`src/design/tkas_pkg.sv`:
```
// Shared constants, key codes and field layout for the two-key autorepeat selector.
package tkas_pkg;

    localparam int COUNT_WIDTH = 8;
    localparam int HOLD_W      = COUNT_WIDTH + 1;
    localparam int SLOT_W      = 4;
    localparam int CNT_W       = 5;

    localparam logic [HOLD_W-1:0] HOLD_MAX  = '1;
    localparam logic [CNT_W-1:0]  MAX_SLOTS = 5'd16;

    localparam logic [7:0] RST_DELAY  = 8'd20;
    localparam logic [7:0] RST_PERIOD = 8'd5;
    localparam logic [4:0] RST_SLOTS  = 5'd9;

    localparam int PADDR_W = 4;

    localparam logic [1:0] REG_DELAY  = 2'd0;
    localparam logic [1:0] REG_PERIOD = 2'd1;
    localparam logic [1:0] REG_SLOTS  = 2'd2;

    localparam logic signed [1:0] DIR_NONE  = 2'sd0;
    localparam logic signed [1:0] DIR_RIGHT = 2'sd1;
    localparam logic signed [1:0] DIR_LEFT  = -2'sd1;

    typedef enum logic [1:0] {
        KEY_NONE  = 2'd0,
        KEY_LEFT  = 2'd1,
        KEY_RIGHT = 2'd2
    } t_key;

    typedef struct packed {
        logic                     changed;
        logic [SLOT_W-1:0]        selection;
        logic signed [1:0]        direction;
    } t_result;

endpackage

```
`src/design/two_key_autorepeat_selector.sv`:
```
// Top level: typematic left/right key repeat that steps a wrapping slot selection.
//
// Usage:
//   Slave stream: one word per scan frame, tdata = down_left, down_right,
//   held_left, held_right (bits 0..3), upper bits zero.
//   Master stream: one word per input word, tdata = direction (signed, bits 1:0),
//   selection (bits 5:2), changed (bit 6), bit 7 zero.
//   APB port: repeat_delay at 0x0, repeat_period at 0x4, slot_count at 0x8;
//   pready is always high, reads return the stored values.
// Timing:
//   An accepted word lands in an input register; the key logic and slot step then
//   run in one short combinational pass into the result register, which raises
//   tvalid. One word per cycle is sustained while the receiver keeps tready high.
// Reset:
//   Synchronous active-low reset empties both registers, clears the key state and
//   the selection, and loads delay 20, period 5, slot count 9.
// Stall:
//   While the receiver holds tready low the result holds; the input register
//   still takes one more word, then s_axis_tready drops until the result moves.
module two_key_autorepeat_selector
    import tkas_pkg::*;
(
    input  logic               i_clk,
    input  logic               i_rst_n,

    input  logic               s_axis_tvalid,
    output logic               s_axis_tready,
    input  logic [7:0]         s_axis_tdata,   // down_left, down_right, held_left, held_right
    output logic               m_axis_tvalid,
    input  logic               m_axis_tready,
    output logic [7:0]         m_axis_tdata,   // direction[1:0], selection[5:2], changed[6]

    input  logic               psel,
    input  logic               penable,
    input  logic               pwrite,
    input  logic [PADDR_W-1:0] paddr,
    input  logic [31:0]        pwdata,
    output logic [31:0]        prdata,
    output logic               pready
);

    logic [7:0]        r_delay;
    logic [7:0]        r_period;
    logic [CNT_W-1:0]  r_slots;

    t_key              r_active, n_active;
    logic [HOLD_W-1:0] r_hold, n_hold;
    logic [COUNT_WIDTH-1:0] r_phase, n_phase;
    logic [SLOT_W-1:0] r_slot, n_slot;

    logic              r_in_valid;
    logic [3:0]        r_in_data;
    logic              r_out_valid;
    t_result           r_out, n_out;

    logic              load_out;
    logic              fire;
    logic              cfg_wr;

    assign pready   = 1'b1;
    assign cfg_wr   = psel && penable && pwrite && pready;
    assign load_out = !r_out_valid || m_axis_tready;
    assign s_axis_tready = !r_in_valid || load_out;
    assign m_axis_tvalid = r_out_valid;
    assign m_axis_tdata  = {1'b0, r_out};

    always_comb begin
        unique case (paddr[3:2])
            REG_DELAY:  prdata = {24'd0, r_delay};
            REG_PERIOD: prdata = {24'd0, r_period};
            REG_SLOTS:  prdata = {27'd0, r_slots};
            default:    prdata = 32'd0;
        endcase
    end

    always_ff @(posedge i_clk) begin
        if (!i_rst_n) begin
            r_delay  <= RST_DELAY;
            r_period <= RST_PERIOD;
            r_slots  <= RST_SLOTS;
        end else if (cfg_wr) begin
            unique case (paddr[3:2])
                REG_DELAY:  r_delay  <= pwdata[7:0];
                REG_PERIOD: r_period <= pwdata[7:0];
                REG_SLOTS:  r_slots  <= pwdata[CNT_W-1:0];
                default: ;
            endcase
        end
    end

    always_comb begin
        logic                   dl, dr, hl, hr, held;
        logic [HOLD_W-1:0]      f;
        logic [COUNT_WIDTH-1:0] period, p;
        logic [COUNT_WIDTH:0]   p_inc;
        dl = r_in_data[0];
        dr = r_in_data[1];
        hl = r_in_data[2];
        hr = r_in_data[3];
        held     = 1'b0;
        f        = '0;
        p        = '0;
        p_inc    = '0;
        n_active = r_active;
        n_hold   = r_hold;
        n_phase  = r_phase;
        fire     = 1'b0;
        period   = (r_period == '0) ? COUNT_WIDTH'(1) : r_period;
        if (dl && dr) begin
            n_active = KEY_NONE;
            n_hold   = '0;
            n_phase  = '0;
        end else begin
            if (dl || dr) begin
                n_active = dl ? KEY_LEFT : KEY_RIGHT;
                n_hold   = '0;
                n_phase  = '0;
            end
            held = (n_active == KEY_LEFT) ? hl : hr;
            if (n_active != KEY_NONE) begin
                if (n_hold != '0 && !held) begin
                    n_active = KEY_NONE;
                    n_hold   = '0;
                    n_phase  = '0;
                end else begin
                    f = n_hold;
                    if (n_hold != HOLD_MAX) begin
                        n_hold = n_hold + 1'b1;
                    end
                    fire = (f == '0);
                    if (f >= {1'b0, r_delay}) begin
                        p = (n_phase >= period) ? '0 : n_phase;
                        if (f != '0) begin
                            fire = (p == '0);
                        end
                        p_inc   = {1'b0, p} + 1'b1;
                        n_phase = (p_inc >= {1'b0, period}) ? '0 : p_inc[COUNT_WIDTH-1:0];
                    end
                end
            end
        end
    end

    always_comb begin
        logic [CNT_W-1:0]  count, last;
        logic [SLOT_W-1:0] s;
        count  = (r_slots > MAX_SLOTS) ? MAX_SLOTS : r_slots;
        last   = count - 1'b1;
        n_slot = r_slot;
        s      = ({1'b0, r_slot} >= count) ? last[SLOT_W-1:0] : r_slot;
        if (fire && count != '0) begin
            if (n_active == KEY_RIGHT) begin
                n_slot = ({1'b0, s} + 1'b1 == count) ? '0 : s + 1'b1;
            end else begin
                n_slot = (s == '0) ? last[SLOT_W-1:0] : s - 1'b1;
            end
        end
        n_out.direction = !fire ? DIR_NONE : ((n_active == KEY_RIGHT) ? DIR_RIGHT : DIR_LEFT);
        n_out.selection = n_slot;
        n_out.changed   = (n_slot != r_slot);
    end

    always_ff @(posedge i_clk) begin
        if (!i_rst_n) begin
            r_in_valid  <= 1'b0;
            r_out_valid <= 1'b0;
            r_active    <= KEY_NONE;
            r_hold      <= '0;
            r_phase     <= '0;
            r_slot      <= '0;
        end else begin
            if (s_axis_tvalid && s_axis_tready) begin
                r_in_valid <= 1'b1;
            end else if (load_out) begin
                r_in_valid <= 1'b0;
            end
            if (load_out) begin
                r_out_valid <= r_in_valid;
            end
            if (load_out && r_in_valid) begin
                r_active <= n_active;
                r_hold   <= n_hold;
                r_phase  <= n_phase;
                r_slot   <= n_slot;
            end
        end
    end

    always_ff @(posedge i_clk) begin
        if (s_axis_tvalid && s_axis_tready) begin
            r_in_data <= s_axis_tdata[3:0];
        end
        if (load_out && r_in_valid) begin
            r_out <= n_out;
        end
    end

endmodule

```
`config.mk`:
```
export PLATFORM = sky130hd
export DESIGN_NAME = two_key_autorepeat_selector
export DESIGN_NICKNAME = d
export VERILOG_FILES = /design/src/design/tkas_pkg.sv /design/src/design/two_key_autorepeat_selector.sv
export SDC_FILE = /design/constraint.sdc
export NUM_CORES = 1
export LEC_CHECK = 0
export BUFFER_PORTS_ARGS = -buffer_cell sky130_fd_sc_hd__buf_2
export CAP_MARGIN = 40
export CORE_MARGIN = 4
export CORE_UTILIZATION = 40
export CTS_BUF_LIST = sky130_fd_sc_hd__clkbuf_8
export CTS_CLUSTER_SIZE = 16
export DETAILED_ROUTE_END_ITERATION = 7
export PLACE_DENSITY_LB_ADDON = 0.2
export SETUP_SLACK_MARGIN = 0.02
export SLEW_MARGIN = 20
export SYNTH_ARGS = -nofsm -noshare
export SYNTH_HDL_FRONTEND = slang
export SYNTH_SLANG_ARGS = --single-unit
```
`constraint.sdc`:
```
create_clock -name i_clk -period 9.2 [get_ports i_clk]
set_clock_uncertainty 0.1 [all_clocks]
set_input_delay 1.84 -clock i_clk [delete_from_list [all_inputs] [get_ports i_clk]]
set_output_delay 1.84 -clock i_clk [all_outputs]
set_load 0.01 [all_outputs]
```
=== Word-level counts from Yosys, hierarchy flattened ===
Cells that the tools add are included.
Widths: inputs -> output; s select.

* Output and inout port bits: 43
* Bits in registers: 57
* Input bits: 51

* Equal/unequal tests: 7
* Add/subtract/negate cells: 6
* Mux-type cells: 37
* Order comparisons: 5
* Reductions and logical operators: 25

{| class="wikitable"
|+ Operators by type and width
! kind !! count
|-
| $mux 8 || 9
|-
| $mux 9 || 6
|-
| $pmux 8 s3 || 1
|-
| $mux 4 || 5
|-
| $ge 9x8->1 || 2
|-
| $logic_not 8->1 || 2
|-
| $mux 2 || 7
|-
| $add 8x1->9 const B || 1
|-
| $add 9x1->9 const B || 1
|-
| $logic_not 9->1 || 1
|-
| $ne 9x9->1 const B || 1
|-
| $reduce_bool 9->1 || 1
|-
| $ge 8x8->1 || 1
|-
| $mux 1 || 8
|-
| $sub 4x1->4 const B || 2
|-
| $logic_and 1x1->1 || 7
|-
| $reduce_and 2->1 || 3
|-
| $add 4x1->5 const B || 1
|-
| $eq 5x5->1 || 1
|-
| $ge 4x5->1 || 1
|-
| $gt 5x5->1 const B || 1
|-
| $mux 5 || 1
|-
| $reduce_bool 5->1 || 1
|-
| $add 4x1->4 const B || 1
|-
| other kinds (8) || 15
|}

=== Longest topological paths before layout ===
* Word-level depth: 14
* Mapped depth: 24
* Depth with buffers taken out: 21

=== Worst setup path after synthesis ===
No wires, ideal clock.

* Path kind: register -> register
* Start: reg r_in_data[0]
* End: reg r_phase[3]
* Slack: 4413 ps
* Stages on the path, launching flop included: 25
* Data required time: 9042 ps
* Path buffers: 3
* Data arrival time: 4629 ps
* Path through: edfxtp_1 > clkbuf_1 > nor2_1 > clkbuf_1 > clkbuf_1 > nand2_1 > ha_1 > nand2b_1 > a21o_1 > a21o_1 > a21oi_1 > o21a_1 > nand3_1 > inv_1 > ha_1 > ha_1 > nor2b_1 > o21a_1 > o21a_1 > o21a_1 > o21ai_0 > a21oi_1 > nor3_1 > and4_1 > a21o_1

* Word-level cells in the longest chain between the ends: 12

{| class="wikitable"
|+ RTL lines
! element !! line !! source
|-
| start, declared || two_key_autorepeat_selector.sv:52 || <nowiki>logic [3:0] r_in_data;</nowiki>
|-
| start signal, assigned || two_key_autorepeat_selector.sv:191 || <nowiki>r_in_data <= s_axis_tdata[3:0];</nowiki>
|-
| $logic_or 1x1->1 || two_key_autorepeat_selector.sv:114 || <nowiki>if (dl || dr) begin</nowiki>
|-
| $mux 8 || two_key_autorepeat_selector.sv:114 ||
|-
| $mux 8 || two_key_autorepeat_selector.sv:109 || <nowiki>if (dl && dr) begin</nowiki>
|-
| $ge 8x8->1 || two_key_autorepeat_selector.sv:132 || <nowiki>p = (n_phase >= period) ? '0 : n_phase;</nowiki>
|-
| $mux 8 || two_key_autorepeat_selector.sv:132 ||
|-
| $add 8x1->9 || two_key_autorepeat_selector.sv:136 || <nowiki>p_inc = {1'b0, p} + 1'b1;</nowiki>
|-
| $ge 9x8->1 || two_key_autorepeat_selector.sv:137 || <nowiki>n_phase = (p_inc >= {1'b0, period}) ? '0 : p_inc[COUNT_WIDTH-1:0];</nowiki>
|-
| $mux 8 || two_key_autorepeat_selector.sv:137 ||
|-
| $mux 8 || two_key_autorepeat_selector.sv:131 || <nowiki>if (f >= {1'b0, r_delay}) begin</nowiki>
|-
| $mux 8 || two_key_autorepeat_selector.sv:121 || <nowiki>if (n_hold != '0 && !held) begin</nowiki>
|-
| $mux 8 || two_key_autorepeat_selector.sv:120 || <nowiki>if (n_active != KEY_NONE) begin</nowiki>
|-
| $mux 8 (*) || two_key_autorepeat_selector.sv:109 ||
|-
| end signal, assigned || two_key_autorepeat_selector.sv:183 || <nowiki>r_phase <= n_phase;</nowiki>
|-
| end, declared || two_key_autorepeat_selector.sv:48 || <nowiki>logic [COUNT_WIDTH-1:0] r_phase, n_phase;</nowiki>
|}

Every way passes the cells marked *; elsewhere a longest branch is shown, timed or not. The select of a mux whose other input is x is not followed.
A chain may end at the register's enable or synchronous reset.

==> flow_summary.json <==
{
  "outcome": "finished clean",
  "numClockSinks": 57,
  "drc_errors": 0,
  "synthesis.yosys.warnings": 0,
  "cts.root.buffer_cell": "sky130_fd_sc_hd__clkbuf_8",
  "path_cells": "nor2b_1 -> ha_1 -> nand2b_1 -> a2111oi_4 -> or3_1 -> nand2_1 -> o21ai_1 -> ha_1 -> xnor2_1 -> mux2i_1 -> o32ai_1 -> and3b_1 -> o21ai_1 -> o21ai_2 -> o221a_1 -> o211ai_1 -> o31a_1",
  "worst_r2r_startpoint": "r_slots[0]",
  "cts_inserted_buffers": 9,
  "dpl.cell_count": 689,
  "post_layout_nonfiller_instances": 706,
  "die_w_um": 114.6,
  "viasPerCell": 5.302,
  "setup.worst_path.end_class": "flop",
  "worst_path_max_delay_cell": "sky130_fd_sc_hd__a2111oi_4",
  "tritoncts": "built",
  "grt_pass1_wl_mm": 17.59,
  "fin_nets": 648,
  "io_buffers": 37,
  "placement_row_count": 38,
  "design_power_total_w": 0.0006269,
  "setup.worst_path.class": "flop to flop",
  "path_depth": 17,
  "fin_ws_ns": 3.891,
  "critical_path.n_buffers_inverters": 0,
  "worst_voltage_drop_across_the_vdd_grid_mv": 0.06283,
  "whs_ns": 0.3822,
  "cellLeakagePower_nw": 2.128,
  "min_period_ns": 5.309,
  "worst-slew-pin-transition_ns": 0.8019,
  "arrival_ns": 5.31,
  "number_of_antenna_violations_at_the_first_check_in_global_routing": 0,
  "setup_total_negative_slack_ns": 0,
  "yosys-mux-area-fraction_pct": 8.718,
  "synth_sequential_area_ratio_pct": 27.50,
  "holdCritPathClass": "flop to flop",
  "place_congestion": 0.8528,
  "post-place-ws_ns": 3.943,
  "antenna_cells_inserted": 0,
  "synth_seq_cells": 57,
  "rrSetupSlack_ns": 3.89,
  "synth_simple_gate_area_share_pct": 22.41,
  "path_delay_family": "compound AO/OA/AOI/OAI gates",
  "cts_buffer_depth": 2,
  "postSynth.asyncResetShare_pct": 0,
  "synth_ff_type": "sky130_fd_sc_hd__dfxtp_1",
  "r2r.worst_path.cells": 17,
  "final_wirelength_mm": 10.56,
  "cp.required_ns": 9.20,
  "post-cts-setup-buffers": 0,
  "worst_setup_path_endpoint": "m_axis_tdata[6]",
  "max-slew-margin-rel_pct": 46.13,
  "core_sq_um": 10980,
  "die_height_um": 114.6,
  "htree_num_levels": 3,
  "synth.cell_area_sq_um": 4549,
  "gr_util_all_layers_pct": 16.73,
  "worstSetupStartpoint": "r_slots[0]",
  "via_count": 3743,
  "yosysUniqueCellTypes": 67,
  "synthXorXnorAreaFrac_pct": 3.465,
  "globalRouteOverflowTotal": 0,
  "synthToLayoutAreaGrowth_pct": 8.196,
  "boundaryPins": 94,
  "layout_worst_path_cycle_share_pct": 57.70,
  "grt_setup_unrepaired": "false",
  "antenna_left": 0,
  "timing.fmax_ghz": 0.1884,
  "cts_hold_repair.buffers": 0,
  "max_cap_viols": 0,
  "initial_utilization_pct": 41.42,
  "cpPeakStageDelay_ns": 0.64,
  "regToRegEndpoint": "m_axis_tdata[6]",
  "slew_viol_final": 0,
  "clk_transition_reported_paths_ns": 0.06,
  "startpoint_type": "flop",
  "setup_viol_count_final": 0,
  "hold_viol": 0,
  "p_per_area_nw_per_um2": 127.4,
  "dominant_combinational_cell_family_by_area_after_synthesis": "simple AND/OR/NAND/NOR gates",
  "hold_path_depth": 1,
  "number_of_global_route_vias_before_repair": 3661,
  "synthesis.area_per_instance_sq_um": 8.488,
  "detail_route.iter0.violations": 188,
  "clock_insertion_delay_worst_skew_ns": 0.35,
  "die_area_sq_um": 13140,
  "drt_first_pass_iters": 5,
  "cts.repair.resized": 0,
  "area_fraction_in_compound_gates_after_synthesis_pct": 18.26,
  "place.detailed.hpwl_mm": 8.074,
  "grt_start_max_net_pins": 47,
  "timing.critical_path.fanout_max": 10,
  "avgRoutedWirePerCell_um": 14.96,
  "post_synth_fa_ha_maj_area_fraction_pct": 9.901,
  "post_route_cells_drive_above_1_share_pct": 12.19,
  "synth_cells": 536,
  "post_synth_edffs": 11
}
==> power by group <==
group	internal, W	total, W	switching, W
clock network	0.000137	0.000238	0.000101
registers	0.000263	0.000271	0.00000814
logic	0.0000498	0.000118	0.0000679
==> registers in the layout, summed over array words and instances, names as in the netlist <==
name           cells
r_delay            8
r_phase            8
r_hold             9
r_in_valid         1
m_axis_tdata       7
r_active           2
r_slot             4
r_slots            5
r_period           8
r_in_data          4
m_axis_tvalid      1
==> kinds of logic (layout without fill, tap and decap cells) <==
family                   count (synthesis)  count (layout)
adder cells (fa/ha/maj)                 36              36
AND/OR/NAND/NOR                        185             185
AO/OA/AOI/OAI                          112             112
other                                    2              26
multiplexers                            39              39
XOR/XNOR                                18              18
buffers and inverters                   87              93
flip-flops                              57              57
==> area by class of cell <==
| cell class | instances | area (sq um) |
|---|---|---|
| flip-flops and latches | 57 | 1251 |
| well taps | 140 | 175.2 |
| repair buffers | 40 | 205.2 |
| fillers | 1128 | 6061 |
| multi-input cells | 416 | 2953 |
| inverters | 37 | 138.9 |
| clock buffers | 11 | 151.4 |
| clock inverters | 5 | 47.55 |
==> through the flow <==
step / utilization, % / instance area [sq um]
after floorplan: - / 4639
after global routing: 44.82 / 4922
after global placement: 42.96 / 4718
final: 44.82 / 4922
after detailed placement: 42.96 / 4718
after CTS: 44.77 / 4917
==> how the worst min path moves through the flow <==
stage	startpoint	slack, ns	endpoint
after global routing	r_phase[5]	0.41	r_phase[5]
after detailed placement	r_phase[5]	0.37	r_phase[5]
final	r_phase[5]	0.38	r_phase[5]
after floorplan	r_phase[7]	0.34	r_phase[7]
after CTS	r_phase[5]	0.38	r_phase[5]
after global placement	r_phase[7]	0.37	r_phase[7]
==> cells in the final DEF, fill, tap and decap left out, types with 6 or more instances in the layout <==
| master | n |
|---|---|
| sky130_fd_sc_hd__a21oi_1 | 17 |
| sky130_fd_sc_hd__dfxtp_1 | 46 |
| sky130_fd_sc_hd__clkbuf_8 | 11 |
| sky130_fd_sc_hd__o21ai_0 | 15 |
| sky130_fd_sc_hd__nor2b_1 | 35 |
| sky130_fd_sc_hd__conb_1 | 26 |
| sky130_fd_sc_hd__nor2_1 | 24 |
| sky130_fd_sc_hd__mux2i_1 | 34 |
| sky130_fd_sc_hd__nand2b_1 | 9 |
| sky130_fd_sc_hd__nand4_1 | 7 |
| sky130_fd_sc_hd__o21a_1 | 6 |
| sky130_fd_sc_hd__and2_1 | 15 |
| sky130_fd_sc_hd__nor3_1 | 9 |
| sky130_fd_sc_hd__edfxtp_1 | 11 |
| sky130_fd_sc_hd__nand3_1 | 12 |
| sky130_fd_sc_hd__a21o_1 | 12 |
| sky130_fd_sc_hd__a22oi_1 | 6 |
| sky130_fd_sc_hd__nand2_1 | 42 |
| sky130_fd_sc_hd__buf_2 | 37 |
| sky130_fd_sc_hd__xnor2_1 | 16 |
| sky130_fd_sc_hd__and4_1 | 6 |
| sky130_fd_sc_hd__ha_1 | 36 |
| sky130_fd_sc_hd__inv_1 | 38 |
| sky130_fd_sc_hd__o21ai_1 | 7 |
==> synth_stat cells, types with 9 or more instances <==
master                      n  area (sq um)
sky130_fd_sc_hd__dfxtp_1   46         920.9
sky130_fd_sc_hd__nand2_1   42         157.7
sky130_fd_sc_hd__ha_1      36         450.4
sky130_fd_sc_hd__inv_1     36         135.1
sky130_fd_sc_hd__nor2b_1   35         219.0
sky130_fd_sc_hd__mux2i_1   34         340.3
sky130_fd_sc_hd__buf_4     26         195.2
sky130_fd_sc_hd__nor2_1    24         90.09
sky130_fd_sc_hd__clkbuf_1  19         71.32
sky130_fd_sc_hd__a21oi_1   17         85.08
sky130_fd_sc_hd__xnor2_1   16         140.1
sky130_fd_sc_hd__and2_1    15         93.84
sky130_fd_sc_hd__o21ai_0   15         75.07
sky130_fd_sc_hd__a21o_1    12         90.09
sky130_fd_sc_hd__nand3_1   12         60.06
sky130_fd_sc_hd__edfxtp_1  11         330.3
sky130_fd_sc_hd__nand2b_1   9         56.30
sky130_fd_sc_hd__nor3_1     9         45.04
==> worst reg2reg max path, stage by stage, from the launching register on <==
cell                        delay (ns)
sky130_fd_sc_hd__dfxtp_1          0.55
sky130_fd_sc_hd__nor2b_1          0.47
sky130_fd_sc_hd__ha_1             0.32
sky130_fd_sc_hd__nand2b_1         0.17
sky130_fd_sc_hd__a2111oi_4        0.64
sky130_fd_sc_hd__or3_1            0.33
sky130_fd_sc_hd__nand2_1          0.08
sky130_fd_sc_hd__o21ai_1          0.27
sky130_fd_sc_hd__ha_1             0.39
sky130_fd_sc_hd__xnor2_1          0.20
sky130_fd_sc_hd__mux2i_1          0.11
sky130_fd_sc_hd__o32ai_1          0.27
sky130_fd_sc_hd__and3b_1          0.19
sky130_fd_sc_hd__o21ai_1          0.12
sky130_fd_sc_hd__o21ai_2          0.25
sky130_fd_sc_hd__o221a_1          0.22
sky130_fd_sc_hd__o211ai_1         0.08
sky130_fd_sc_hd__o31a_1           0.30
==> routing by layer <==
layer / share of wire [%] / track usage [%] / vias to the layer above
met5: 0 / 0 / -
met4: 1.7 / 7.601 / 0
met3: 3.8 / 2.537 / 16
met2: 47 / 27.28 / 66
met1: 47 / 21.73 / 1755
li1: - / - / 1906
No activity file was read; power rests on OpenSTA's default activity.
